==> config.mk <==
export PLATFORM = sky130hd
export DESIGN_NAME = irrigation_amount_scheduler
export DESIGN_NICKNAME = d
export VERILOG_FILES = /design/src/hw/rtl/ias_pkg.sv /design/src/hw/rtl/ias_div.sv /design/src/hw/rtl/ias_mac.sv /design/src/hw/rtl/irrigation_amount_scheduler.sv
export SDC_FILE = /design/constraint.sdc
export NUM_CORES = 2
export LEC_CHECK = 0
export BUFFER_PORTS_ARGS = -buffer_cell sky130_fd_sc_hd__buf_4
export CAP_MARGIN = 20
export CORE_MARGIN = 2
export CORE_UTILIZATION = 60
export DETAILED_ROUTE_END_ITERATION = 8
export GPL_TIMING_DRIVEN = 0
export PLACE_DENSITY = 0.81
export SYNTH_ARGS = -nofsm -noshare
export SYNTH_HDL_FRONTEND = slang
export SYNTH_SLANG_ARGS = --single-unit
==> constraint.sdc <==
create_clock -name clk -period 9.9 [get_ports clk]
set_input_delay 0.495 -clock clk [delete_from_list [all_inputs] [get_ports clk]]
set_output_delay 0.495 -clock clk [all_outputs]
set_load 0.05 [all_outputs]
==> src/hw/rtl/ias_pkg.sv <==
`timescale 1ns / 1ps

package ias_pkg;

  // Field and state widths
  localparam int TEMP_W   = 12;
  localparam int LIGHT_W  = 16;
  localparam int SOIL_W   = 12;
  localparam int BASE_W   = 12;
  localparam int HOURS_W  = 16;
  localparam int IVAL_W   = 10;
  localparam int COUNT_W  = 24;
  localparam int TTOT_W   = 40;
  localparam int LTOT_W   = 48;
  localparam int QUO_W    = 16;
  localparam int DIFF_W   = 17;
  localparam int GAIN_W   = 16;
  localparam int AMOUNT_W = 16;
  localparam int CFG_W    = 16;

  localparam logic [COUNT_W-1:0] COUNT_MAX = {COUNT_W{1'b1}};

  // Item kinds
  typedef logic [1:0] mode_t;
  localparam mode_t MODE_MINUTE = 2'd0;
  localparam mode_t MODE_HOUR   = 2'd1;
  localparam mode_t MODE_CHECK  = 2'd2;

  // Register indexes on the configuration port
  typedef logic [2:0] cfg_idx_t;
  localparam cfg_idx_t CFG_BASE_AMOUNT = 3'd0;
  localparam cfg_idx_t CFG_SOIL_TARGET = 3'd1;
  localparam cfg_idx_t CFG_TEMP_TARGET = 3'd2;
  localparam cfg_idx_t CFG_LIGHT_TARGET = 3'd3;
  localparam cfg_idx_t CFG_SOIL_GAIN = 3'd4;
  localparam cfg_idx_t CFG_TEMP_GAIN = 3'd5;
  localparam cfg_idx_t CFG_LIGHT_GAIN = 3'd6;
  localparam cfg_idx_t CFG_INTERVAL = 3'd7;

  // Control of the serial multiply-accumulate unit
  typedef struct packed {
    logic load;   // preset the accumulator
    logic start;  // begin one product
  } mac_ctl_t;

endpackage

==> src/hw/rtl/ias_div.sv <==
`timescale 1ns / 1ps

// Restoring divider, one quotient bit per cycle. The quotient must fit in
// QUO_W bits, so the dividend bits above QUO_W preset the remainder.
module ias_div #(
  parameter int NUM_W = 48,
  parameter int DEN_W = 24,
  parameter int QUO_W = 16
) (
  input  logic             clk,
  input  logic             rst,
  input  logic             start,
  input  logic [NUM_W-1:0] num,
  input  logic [DEN_W-1:0] den,
  output logic [QUO_W-1:0] quo,
  output logic             done
);

  localparam int CNT_W = $clog2(QUO_W + 1);

  logic [DEN_W-1:0] rem;
  logic [DEN_W-1:0] den_q;
  logic [QUO_W-1:0] bits;
  logic [CNT_W-1:0] cnt;
  logic [DEN_W:0]   trial;
  logic [DEN_W:0]   diff;
  logic             take;

  // Trial subtract of the shifted remainder
  always_comb begin
    trial = {rem, bits[QUO_W-1]};
    diff  = trial - {1'b0, den_q};
    take  = (trial >= {1'b0, den_q});
  end

  // Shift the dividend in and the quotient bits out
  always_ff @(posedge clk) begin
    if (rst) begin
      cnt  <= '0;
      done <= 1'b0;
    end else begin
      done <= (cnt == CNT_W'(1));
      if (start) begin
        rem   <= DEN_W'(num >> QUO_W);
        bits  <= num[QUO_W-1:0];
        den_q <= den;
        cnt   <= CNT_W'(QUO_W);
      end else if (cnt != '0) begin
        rem  <= take ? diff[DEN_W-1:0] : trial[DEN_W-1:0];
        bits <= {bits[QUO_W-2:0], take};
        cnt  <= cnt - CNT_W'(1);
      end
    end
  end

  assign quo = bits;

endmodule

==> src/hw/rtl/ias_mac.sv <==
`timescale 1ns / 1ps

// Shift-and-add multiply-accumulate, one multiplier bit per cycle.
// The multiplier is two's complement: its top bit subtracts.
module ias_mac #(
  parameter int ACC_W = 36
) (
  input  logic                               clk,
  input  logic                               rst,
  input  ias_pkg::mac_ctl_t                  ctl,
  input  logic [ACC_W-1:0]                   init,
  input  logic signed [ias_pkg::DIFF_W-1:0]  mcand_in,
  input  logic [ias_pkg::GAIN_W-1:0]         mplier_in,
  output logic [ACC_W-1:0]                   acc,
  output logic                               done
);

  import ias_pkg::*;

  localparam int CNT_W = $clog2(GAIN_W + 1);

  logic [ACC_W-1:0]  mcand;
  logic [GAIN_W-1:0] mplier;
  logic [CNT_W-1:0]  cnt;
  logic              last;
  logic [ACC_W-1:0]  acc_next;

  // Add or, on the sign bit, subtract the shifted multiplicand
  always_comb begin
    last     = (cnt == CNT_W'(1));
    acc_next = acc;
    if (cnt != '0 && mplier[0]) begin
      acc_next = last ? (acc - mcand) : (acc + mcand);
    end
  end

  // Hold the accumulator and advance the operand shifters
  always_ff @(posedge clk) begin
    if (rst) begin
      cnt <= '0;
    end else begin
      if (ctl.load) begin
        acc <= init;
      end else begin
        acc <= acc_next;
      end
      if (ctl.start) begin
        mcand  <= ACC_W'(mcand_in);
        mplier <= mplier_in;
        cnt    <= CNT_W'(GAIN_W);
      end else if (cnt != '0) begin
        mcand  <= mcand << 1;
        mplier <= mplier >> 1;
        cnt    <= cnt - CNT_W'(1);
      end
    end
  end

  assign done = last;

endmodule

==> src/hw/rtl/irrigation_amount_scheduler.sv <==
`timescale 1ns / 1ps

// Watering scheduler for one plant.
// Input stream s_*: one transfer per item. s_tuser holds the item kind
// (minute sample, hour tick, watering check) and the time-setup flag;
// s_tdata holds temperature, light and soil moisture samples.
// Output stream m_*: exactly one transfer per input item, in order.
// m_tuser is the watering request, m_tdata the amount, the countdown and
// the averages used by the last check that fired.
// Configuration: cfg_valid/cfg_index/cfg_data, always ready. The user must
// write it only while no item is in flight; the block does not enforce it.
// Flow: minute and hour items and checks not yet due pass through ST_DONE to
// the output register. A check that fires runs the two bit-serial dividers
// that form the averages, then the shared serial multiplier for the three
// weighted deviations in turn, then ST_FIN to truncate and saturate and
// ST_DONE to present. One item is worked on at a time; the next is taken
// once the previous result sits in the output register, even while that
// register waits for m_tready.
// Reset restores the default registers, clears the sums, counts, the
// countdown and the held averages, and empties the output register.
module irrigation_amount_scheduler #(
  parameter int GAIN_FRAC_BITS = 8
) (
  input  logic        clk,
  input  logic        rst,
  // s_tdata: temperature[11:0], light[27:12], soil_moisture[39:28]
  input  logic        s_tvalid,
  output logic        s_tready,
  input  logic [39:0] s_tdata,
  // s_tuser: mode[1:0], in_time_setup[2]
  input  logic [2:0]  s_tuser,
  // m_tdata: water_amount[15:0], remaining_hours[31:16],
  //          temperature_average[43:32], light_average[59:44], zero[63:60]
  output logic        m_tvalid,
  input  logic        m_tready,
  output logic [63:0] m_tdata,
  // m_tuser: water_now[0]
  output logic        m_tuser,
  input  logic        cfg_valid,
  output logic        cfg_ready,
  input  logic [2:0]  cfg_index,
  input  logic [15:0] cfg_data
);

  import ias_pkg::*;

  localparam int ACC_W = (GAIN_FRAC_BITS + 14 > 36) ? GAIN_FRAC_BITS + 14 : 36;

  typedef enum logic [2:0] {
    ST_IDLE,
    ST_DIV,
    ST_SOIL,
    ST_TEMP,
    ST_LIGHT,
    ST_FIN,
    ST_DONE
  } state_t;

  state_t state;

  // Configuration registers
  logic [BASE_W-1:0]         base_amount;
  logic [SOIL_W-1:0]         soil_target;
  logic signed [TEMP_W-1:0]  temperature_target;
  logic [LIGHT_W-1:0]        light_target;
  logic signed [GAIN_W-1:0]  soil_gain;
  logic signed [GAIN_W-1:0]  temperature_gain;
  logic signed [GAIN_W-1:0]  light_gain;
  logic [IVAL_W-1:0]         interval_hours;

  // Scheduler state
  logic signed [HOURS_W-1:0] hours_left;
  logic signed [TTOT_W-1:0]  t_total;
  logic [COUNT_W-1:0]        t_count;
  logic [LTOT_W-1:0]         l_total;
  logic [COUNT_W-1:0]        l_count;
  logic signed [TEMP_W-1:0]  tavg_hold;
  logic [LIGHT_W-1:0]        lavg_hold;
  logic                      t_neg;
  logic signed [DIFF_W-1:0]  soil_diff;
  logic                      res_now;
  logic [AMOUNT_W-1:0]       res_amount;

  // Input fields
  mode_t                     in_mode;
  logic                      in_setup;
  logic signed [TEMP_W-1:0]  in_temp;
  logic [LIGHT_W-1:0]        in_light;
  logic [SOIL_W-1:0]         in_soil;

  logic                      accept;
  logic                      due;
  logic                      fire;
  logic [TTOT_W-1:0]         t_abs;
  logic [QUO_W-1:0]          t_quo;
  logic [QUO_W-1:0]          l_quo;
  logic [QUO_W-1:0]          t_signed_quo;
  logic                      t_done;
  logic                      l_done;

  mac_ctl_t                  mac_ctl;
  logic [ACC_W-1:0]          acc_init;
  logic signed [DIFF_W-1:0]  mac_diff;
  logic [GAIN_W-1:0]         mac_gain;
  logic [ACC_W-1:0]          acc;
  logic                      mac_done;
  logic                      acc_pos;
  logic                      acc_big;

  assign in_mode  = s_tuser[1:0];
  assign in_setup = s_tuser[2];
  assign in_temp  = s_tdata[11:0];
  assign in_light = s_tdata[27:12];
  assign in_soil  = s_tdata[39:28];

  assign s_tready  = (state == ST_IDLE);
  assign cfg_ready = 1'b1;
  assign accept    = s_tvalid && s_tready;
  assign due       = hours_left[HOURS_W-1] || (hours_left == '0);
  assign fire      = accept && (in_mode == MODE_CHECK) && due;

  // Configuration writes
  always_ff @(posedge clk) begin
    if (rst) begin
      base_amount        <= BASE_W'(100);
      soil_target        <= SOIL_W'(2000);
      temperature_target <= TEMP_W'(200);
      light_target       <= LIGHT_W'(1000);
      soil_gain          <= GAIN_W'(26);
      temperature_gain   <= GAIN_W'(26);
      light_gain         <= GAIN_W'(26);
      interval_hours     <= IVAL_W'(24);
    end else if (cfg_valid && cfg_ready) begin
      case (cfg_index)
        CFG_BASE_AMOUNT:  base_amount        <= cfg_data[BASE_W-1:0];
        CFG_SOIL_TARGET:  soil_target        <= cfg_data[SOIL_W-1:0];
        CFG_TEMP_TARGET:  temperature_target <= cfg_data[TEMP_W-1:0];
        CFG_LIGHT_TARGET: light_target       <= cfg_data[LIGHT_W-1:0];
        CFG_SOIL_GAIN:    soil_gain          <= cfg_data[GAIN_W-1:0];
        CFG_TEMP_GAIN:    temperature_gain   <= cfg_data[GAIN_W-1:0];
        CFG_LIGHT_GAIN:   light_gain         <= cfg_data[GAIN_W-1:0];
        CFG_INTERVAL:     interval_hours     <= cfg_data[IVAL_W-1:0];
        default: ;
      endcase
    end
  end

  // Averages: magnitude of the temperature sum, sign restored afterwards
  assign t_abs = t_total[TTOT_W-1] ? (TTOT_W'(0) - t_total) : t_total;

  ias_div #(
    .NUM_W(TTOT_W),
    .DEN_W(COUNT_W),
    .QUO_W(QUO_W)
  ) u_tdiv (
    .clk  (clk),
    .rst  (rst),
    .start(fire),
    .num  (t_abs),
    .den  (t_count),
    .quo  (t_quo),
    .done (t_done)
  );

  ias_div #(
    .NUM_W(LTOT_W),
    .DEN_W(COUNT_W),
    .QUO_W(QUO_W)
  ) u_ldiv (
    .clk  (clk),
    .rst  (rst),
    .start(fire),
    .num  (l_total),
    .den  (l_count),
    .quo  (l_quo),
    .done (l_done)
  );

  assign t_signed_quo = t_neg ? (QUO_W'(0) - t_quo) : t_quo;

  // Feed the three weighted deviations to the serial multiplier in turn
  assign acc_init = {{(ACC_W - BASE_W){1'b0}}, base_amount} << GAIN_FRAC_BITS;

  always_comb begin
    mac_ctl      = '0;
    mac_ctl.load = fire;
    mac_diff     = soil_diff;
    mac_gain     = soil_gain;
    case (state)
      ST_DIV: begin
        mac_ctl.start = t_done;
      end
      ST_SOIL: begin
        mac_ctl.start = mac_done;
        mac_diff      = DIFF_W'(tavg_hold) - DIFF_W'(temperature_target);
        mac_gain      = temperature_gain;
      end
      ST_TEMP: begin
        mac_ctl.start = mac_done;
        mac_diff      = DIFF_W'(lavg_hold) - DIFF_W'(light_target);
        mac_gain      = light_gain;
      end
      default: ;
    endcase
  end

  ias_mac #(
    .ACC_W(ACC_W)
  ) u_mac (
    .clk      (clk),
    .rst      (rst),
    .ctl      (mac_ctl),
    .init     (acc_init),
    .mcand_in (mac_diff),
    .mplier_in(mac_gain),
    .acc      (acc),
    .done     (mac_done)
  );

  assign acc_pos = !acc[ACC_W-1] && (acc != '0);
  assign acc_big = |acc[ACC_W-2:GAIN_FRAC_BITS+AMOUNT_W];

  // Sequencer, scheduler state and output register
  always_ff @(posedge clk) begin
    if (rst) begin
      state     <= ST_IDLE;
      hours_left <= '0;
      t_total   <= '0;
      t_count   <= '0;
      l_total   <= '0;
      l_count   <= '0;
      tavg_hold <= '0;
      lavg_hold <= '0;
      m_tvalid  <= 1'b0;
    end else begin
      // Drop the output once taken, unless a new result replaces it
      if (m_tvalid && m_tready && (state != ST_DONE)) begin
        m_tvalid <= 1'b0;
      end
      case (state)
        ST_IDLE: begin
          if (accept) begin
            res_now    <= 1'b0;
            res_amount <= '0;
            state      <= ST_DONE;
            case (in_mode)
              MODE_MINUTE: begin
                if (!in_setup) begin
                  if (t_count != COUNT_MAX) begin
                    t_total <= t_total + TTOT_W'(in_temp);
                    t_count <= t_count + COUNT_W'(1);
                  end
                  if (l_count != COUNT_MAX) begin
                    l_total <= l_total + LTOT_W'(in_light);
                    l_count <= l_count + COUNT_W'(1);
                  end
                end
              end
              MODE_HOUR: begin
                if (hours_left != {1'b1, {(HOURS_W-1){1'b0}}}) begin
                  hours_left <= hours_left - HOURS_W'(1);
                end
              end
              MODE_CHECK: begin
                if (due) begin
                  soil_diff <= DIFF_W'(in_soil) - DIFF_W'(soil_target);
                  t_neg     <= t_total[TTOT_W-1];
                  state     <= ST_DIV;
                end
              end
              default: ;
            endcase
          end
        end
        ST_DIV: begin
          if (t_done) begin
            tavg_hold <= (t_count == '0) ? '0 : t_signed_quo[TEMP_W-1:0];
            lavg_hold <= (l_count == '0) ? '0 : l_quo[LIGHT_W-1:0];
            state     <= ST_SOIL;
          end
        end
        ST_SOIL: begin
          if (mac_done) begin
            state <= ST_TEMP;
          end
        end
        ST_TEMP: begin
          if (mac_done) begin
            state <= ST_LIGHT;
          end
        end
        ST_LIGHT: begin
          if (mac_done) begin
            state <= ST_FIN;
          end
        end
        ST_FIN: begin
          // Truncate the fraction, saturate, and reload the countdown
          res_now    <= acc_pos;
          res_amount <= !acc_pos ? '0 :
                        acc_big ? {AMOUNT_W{1'b1}} : acc[GAIN_FRAC_BITS +: AMOUNT_W];
          hours_left <= HOURS_W'(interval_hours);
          state      <= ST_DONE;
        end
        ST_DONE: begin
          if (!m_tvalid || m_tready) begin
            m_tvalid <= 1'b1;
            m_tuser  <= res_now;
            m_tdata  <= {4'd0, lavg_hold, tavg_hold, hours_left, res_amount};
            state    <= ST_IDLE;
          end
        end
        default: state <= ST_IDLE;
      endcase
    end
  end

  // Both dividers start together and take the same number of steps
  a_div_lockstep: assert property (@(posedge clk) disable iff (rst)
    t_done == l_done)
    else $error("average dividers out of step");

  // A firing check reloads the countdown from the interval register
  a_reload: assert property (@(posedge clk) disable iff (rst)
    state == ST_FIN |=> hours_left == HOURS_W'($past(interval_hours)))
    else $error("countdown not reloaded after check");

  // No amount is shown without a watering request
  a_no_amount: assert property (@(posedge clk) disable iff (rst)
    m_tvalid && !m_tuser |-> m_tdata[15:0] == '0)
    else $error("amount without watering request");

endmodule
After elaboration in Yosys (flattened, before gate mapping):

Index checks and enable logic that the tools add are counted.

* $add $sub $neg: 17
* multipliers: 0
* div/mod/pow operators: 0
* $lt $le $gt $ge: 2
* eq/ne operators: 29
* shifts and indexed selects: 0
* muxes and demuxes: 52
* bitwise logic cells: 2
* reduce and logical (&&, ||, !) cells: 51

Operators with widths (number)
* $mux W16: 13
* $mux W24: 6
* $mux W36: 4
* $pmux W16 S2: 3
* $ge A25 B24 Y1: 2
* $add A24 B1 Y24 const B: 2
* $add A48 B16 Y48: 1
* $logic_not A24 Y1: 2
* $ne A24 B24 Y1 const B: 2
* $sub A24 B24 Y24: 2
* $add A40 B12 Y40: 1
* $mux W40: 1
* $sub A1 B40 Y40 const A: 1
* $add A36 B36 Y36: 1
* $reduce_bool A36 Y1: 1
* $sub A36 B36 Y36: 1
* $pmux W17 S2: 1
* $mux W5: 6
* $reduce_and A2 Y1: 14
* $sub A12 B12 Y13: 2
* $mux W12: 2
* $mux W3: 8
* $eq A3 B3 Y1 const B: 7
* $pmux W3 S7: 1
* other kinds (31): 69

* register bits after elaboration: 622
* bits in latches: 0
* RAM bits: 0
* bits in read-only memories: 0
* input port bits: 67
* output and inout bits: 68
* word-level logic and storage cells: 193
* memories: 0

Depth between registers and ports, before layout:

* depth after elaboration: 6
* gate-level depth with buffers: 20
* depth with buffers taken out: 20

Hierarchy:

From an unflattened synthesis, not the netlist that was laid out.

* cells, all modules: 3819
* area, all modules: 35041.1 um^2

By module, submodules not included
* irrigation_amount_scheduler: times used 1, cells an instance 2376, area each 20163.1 um^2, seq. area each 8648.3 um^2
* ias_div: times used 2, cells an instance 396, area each 4241.6 um^2, seq. area each 2042.0 um^2
* ias_mac: times used 1, cells an instance 651, area each 6394.9 um^2, seq. area each 2742.6 um^2

Worst setup path after synthesis:

No wires, ideal clock.

* kind: flip-flop to flip-flop
* start point: register state[0]
* end point: register m_tdata[0] (enable)
* library setup time: 0.631 ns
* data arrival time: 6.794 ns
* required time: 9.269 ns
* path slack: 2.476 ns
* stages on the path, launching flop included: 5
* path buffers: 3
* period minus slack after synthesis: 7.424 ns
* cell sequence: dfxtp_1 buf_2 buf_1 clkbuf_1 nor4_1

* longest elaborated chain between the ends: 2

Ends and longest elaborated chain
* start, declared: line irrigation_amount_scheduler.sv:59 `state_t state;`
* start signal, assigned: line irrigation_amount_scheduler.sv:226 `state <= ST_IDLE;`
* start signal, assigned: line irrigation_amount_scheduler.sv:245 `state <= ST_DONE;`
* start signal, assigned: line irrigation_amount_scheduler.sv:268 `state <= ST_DIV;`
* $eq A3 B3 Y1: line irrigation_amount_scheduler.sv:240 `case (state)`
* $reduce_and A3 Y1 (no source line)
* end signal, assigned: line irrigation_amount_scheduler.sv:309 `m_tdata <= {4'd0, lavg_hold, tavg_hold, hours_left, res_amount};`
* end, declared: line irrigation_amount_scheduler.sv:36 `output logic [63:0] m_tdata,`

No other way between the ends.
A chain may end at the register's enable or synchronous reset.

Final worst setup path:

* start point: register u_mac.cnt[4]
* end point: register u_mac.acc[35] (data pin)

* longest elaborated chain between the ends: 3

Ends and longest elaborated chain
* start, declared: line ias_mac.sv:24 `logic [CNT_W-1:0] cnt;`
* start signal, assigned: line ias_mac.sv:50 `cnt <= CNT_W'(GAIN_W);`
* start signal, assigned: line ias_mac.sv:54 `cnt <= cnt - CNT_W'(1);`
* $eq A5 B1 Y1: line ias_mac.sv:30 `last = (cnt == CNT_W'(1));`
* $mux W36: line ias_mac.sv:33 `acc_next = last ? (acc - mcand) : (acc + mcand);`
* $mux W36: line ias_mac.sv:32 `if (cnt != '0 && mplier[0]) begin`
* end signal, assigned: line ias_mac.sv:43 `acc <= init;`
* end signal, assigned: line ias_mac.sv:45 `acc <= acc_next;`
* end, declared: line ias_mac.sv:14 `output logic [ACC_W-1:0] acc,`

No other way between the ends. The select of a mux whose other input is x is not followed.

==> out/results.ini <==
[status]
status=finished, final reports clean

[place]
dp_hpwl_mm=73.22
dp_slack_ns=4.594
numPortBuffers=117
placed_cells=4734
gp_congestion=0.9610

[clocking]
cts.path.max_buffers=3
cts_made_buffers=69
hold_buffers=0
cts_resized=0
tritoncts=done
clk_latency_ns=0.63
root_buffer=clkbuf_16
postCtsSetupBuffers=0
htree_levels=3
cts_sinks=610
cts.clk_slew.worst_paths_ns=0.07

[timing]
slew_viol_final=0
fin_skew_ns=0.03457
finalCritPeriodShare_pct=55.38
setup_ws_ns=4.417
fmax_ghz=0.1824
hold_viol_final=0
grt_setup_unrepaired=no
period_minus_slack_ns=5.483
holdWs_ns=0.1744
setup_viol=0
worst_slew_pin_slew_ns=1.237
maxSlewHeadroom_pct=17.52

[worst_setup_path]
crit_fanout=10
reg2reg_to=u_mac.acc[35]$_SDFFCE_PP0P_
start_kind=flip-flop
cpPeakStageDelay_ns=0.57
cp_slowest_cell=clkbuf_1
r2r-start=u_mac.cnt[4]$_SDFFE_PP0N_
end_kind=flip-flop
arrival_ns=5.80
r2r_cells=16
crit_start=u_mac.cnt[4]$_SDFFE_PP0N_
rrSetupSlack_ns=4.42
crit_end=u_mac.acc[35]$_SDFFCE_PP0P_
crit_required_ns=10.22
worstPathCellList=nor3_1 -> and2_1 -> clkbuf_1 -> clkbuf_1 -> nor2_1 -> xnor2_1 -> ha_1 -> a21oi_1 -> a2111oi_2 -> o31ai_1 -> o31ai_2 -> a2111oi_0 -> or3_1 -> o31ai_1 -> xnor2_1 -> nor2_1
path_class=flip-flop to flip-flop

[global_routing]
gr-total-overflow=0
grtUsageTotal_pct=32.72
grt_pass1_wl_mm=153.6
grt_pass1_vias=28810
grt_max_degree=34
antenna_found_initial=1

[drt]
wirelength_mm=99.76
drt-initial-drc-count=3012
post_drt_wl_per_cell_um=20.52
routed_via_density=6.217
ant_nets=0
vias=30230
dr.pass1.iters=7
drc=0

[layout]
syn_to_final_growth_pct=12.94
num-nets-final=4309
drive_gt1_share_pct=7.446
instances_no_fill=4862

[die]
core_area_um2=57370
ios=135
die_y_um=244.4
dieArea_um2=59710
start_util_pct=60.42
fp.dieW_um=244.4
num_rows=88

[flow_run]
maxCapViolations=0

[synth]
synthDistinctLibCells=83
synth-seq-area-share_pct=44.13
synth-async-reset-ratio_pct=0
synth_seq_cells=610
synth_edf_count=308
yosys_warnings=0
synth_cells=3834
synth.avg_cell_area_um2=9.041
synth_ff_type=edfxtp_1
syn-cell-area_um2=34660

[worst_hold_path]
min-delay-path-class=input pin to flip-flop
min_path_cells=3
hold_start=cfg_data[15]

[power]
powerDensity_nw_per_um2=297.3
p_leak_nw=15.31
vdd_drop_max_mv=0.2491

-- routing by layer --
metal | vias to the layer above | global-route usage, % | wire length, µm
met3 | 323 | 5.432 | 8232
met5 | - | 0 | 13
met2 | 1399 | 54.57 | 46670
met4 | 2 | 16.66 | 5607
met1 | 14360 | 41.06 | 39240
li1 | 14140 | - | -
-- state kept, by name (all words and copies together), names as in the netlist, 36 cells and up --
signal / flops
m_tdata: 60
l_total: 40
t_total: 40
u_mac.acc: 36
u_mac.mcand: 36
-- worst min-delay path by stage --
| stage | endpoint | slack, ns |
|---|---|---|
| finish | soil_gain[15]$_SDFFE_PP0P_ | 0.17 |
| global route | soil_gain[15]$_SDFFE_PP0P_ | 0.16 |
| CTS | soil_gain[15]$_SDFFE_PP0P_ | 0.16 |
| detailed placement | m_tdata[9]$_DFFE_PP_ | 0.41 |
| global placement | m_tdata[15]$_DFFE_PP_ | 0.40 |
| floorplan | m_tdata[0]$_DFFE_PP_ | 0.40 |
-- per-stage QoR --
| stage | power, mW | util [%] | TNS [ns] | cell area, µm² |
|---|---|---|---|---|
| final | 11.64 | 68.24 | 0 | 39150 |
| after global routing | 12.29 | 68.24 | 0 | 39140 |
| after CTS | 11.54 | 68.24 | 0 | 39140 |
| after detailed placement | 8.814 | 64.08 | 0 | 36760 |
| after global placement | 8.643 | 63.64 | -41.39 | 36510 |
| after floorplan | 7.578 | - | 0 | 34670 |
-- synthesized netlist by cell type, types with 58 or more instances --
master	number	area (µm²)
a21o_1	74	555.5
dfxtp_1	302	6046
xnor2_1	163	1428
inv_1	157	589.3
mux2i_1	58	580.6
xor2_1	132	1156
o21ai_0	161	805.8
o21a_1	67	503.0
clkbuf_1	138	518.0
ha_1	194	2427
nor2_1	346	1299
nand2_1	557	2091
edfxtp_1	308	9249
nor3_1	89	445.4
a21oi_1	364	1822
nand3_1	85	425.4
-- critical path: cells and delay by family (launching register included) --
family / cells / cell delay [ns]
adder cells (fa/ha/maj): 1 / 0.36
XOR/XNOR: 2 / 0.31
flip-flops: 1 / 0.33
AND/OR/NAND/NOR: 5 / 1.16
buffers and inverters: 2 / 1.04
AO/OA/AOI/OAI: 6 / 1.97
-- layout make-up --
type / count / area (µm²)
antenna: 1 / 2.502
buffer: 176 / 703.2
clock buffer: 83 / 1894
clock inverter: 44 / 490.5
fill: 4498 / 18220
inverter: 157 / 589.3
multi-input combinational: 2894 / 18150
sequential: 610 / 15290
tap: 765 / 957.2
timing repair buffer: 132 / 1066
-- where the power goes --
group	leakage, nW	switching (mW)	total, mW	internal [mW]
sequential	5.39	0.367	3.83	3.46
combinational	8.75	3.05	5.10	2.05
clock	1.18	1.08	2.71	1.63
-- placed cells by master, fill, tap and decap left out, types with 23 or more instances in the layout --
cell type and n:
xor2_1 132, buf_4 132, nand4_1 43, dfxtp_1 302, xnor2_1 163, edfxtp_1 308, clkbuf_16 73, nor2_1 345
nand2b_1 27, o21ai_0 161, mux2i_1 58, o31ai_1 37, a31oi_1 23, or3_1 31, nand3_1 85, a211oi_1 33
o21a_1 67, clkbuf_1 145, nor3_1 89, o211ai_1 32, and3_1 32, nand2_1 557, nor2b_1 30, a22oi_1 24
a21oi_1 361, nor4_1 40, a21o_1 74, inv_1 157, ha_1 194
-- cells by family (layout without fill, tap and decap cells) --
kind of cell | after synthesis | count (layout) | synth area share (%)
adders and majority gates | 202 | 202 | 7.465
buffers and inverters | 333 | 592 | 3.729
AOI/OAI and AO/OA | 959 | 959 | 17.31
and+or+nand+nor | 1367 | 1367 | 17.96
xor gates and xnor gates | 295 | 295 | 7.454
other | 2 | 6 | 0.02167
DFF | 610 | 610 | 44.13
muxes | 66 | 66 | 1.935
Note: power is estimated with default switching activity, not from simulation.
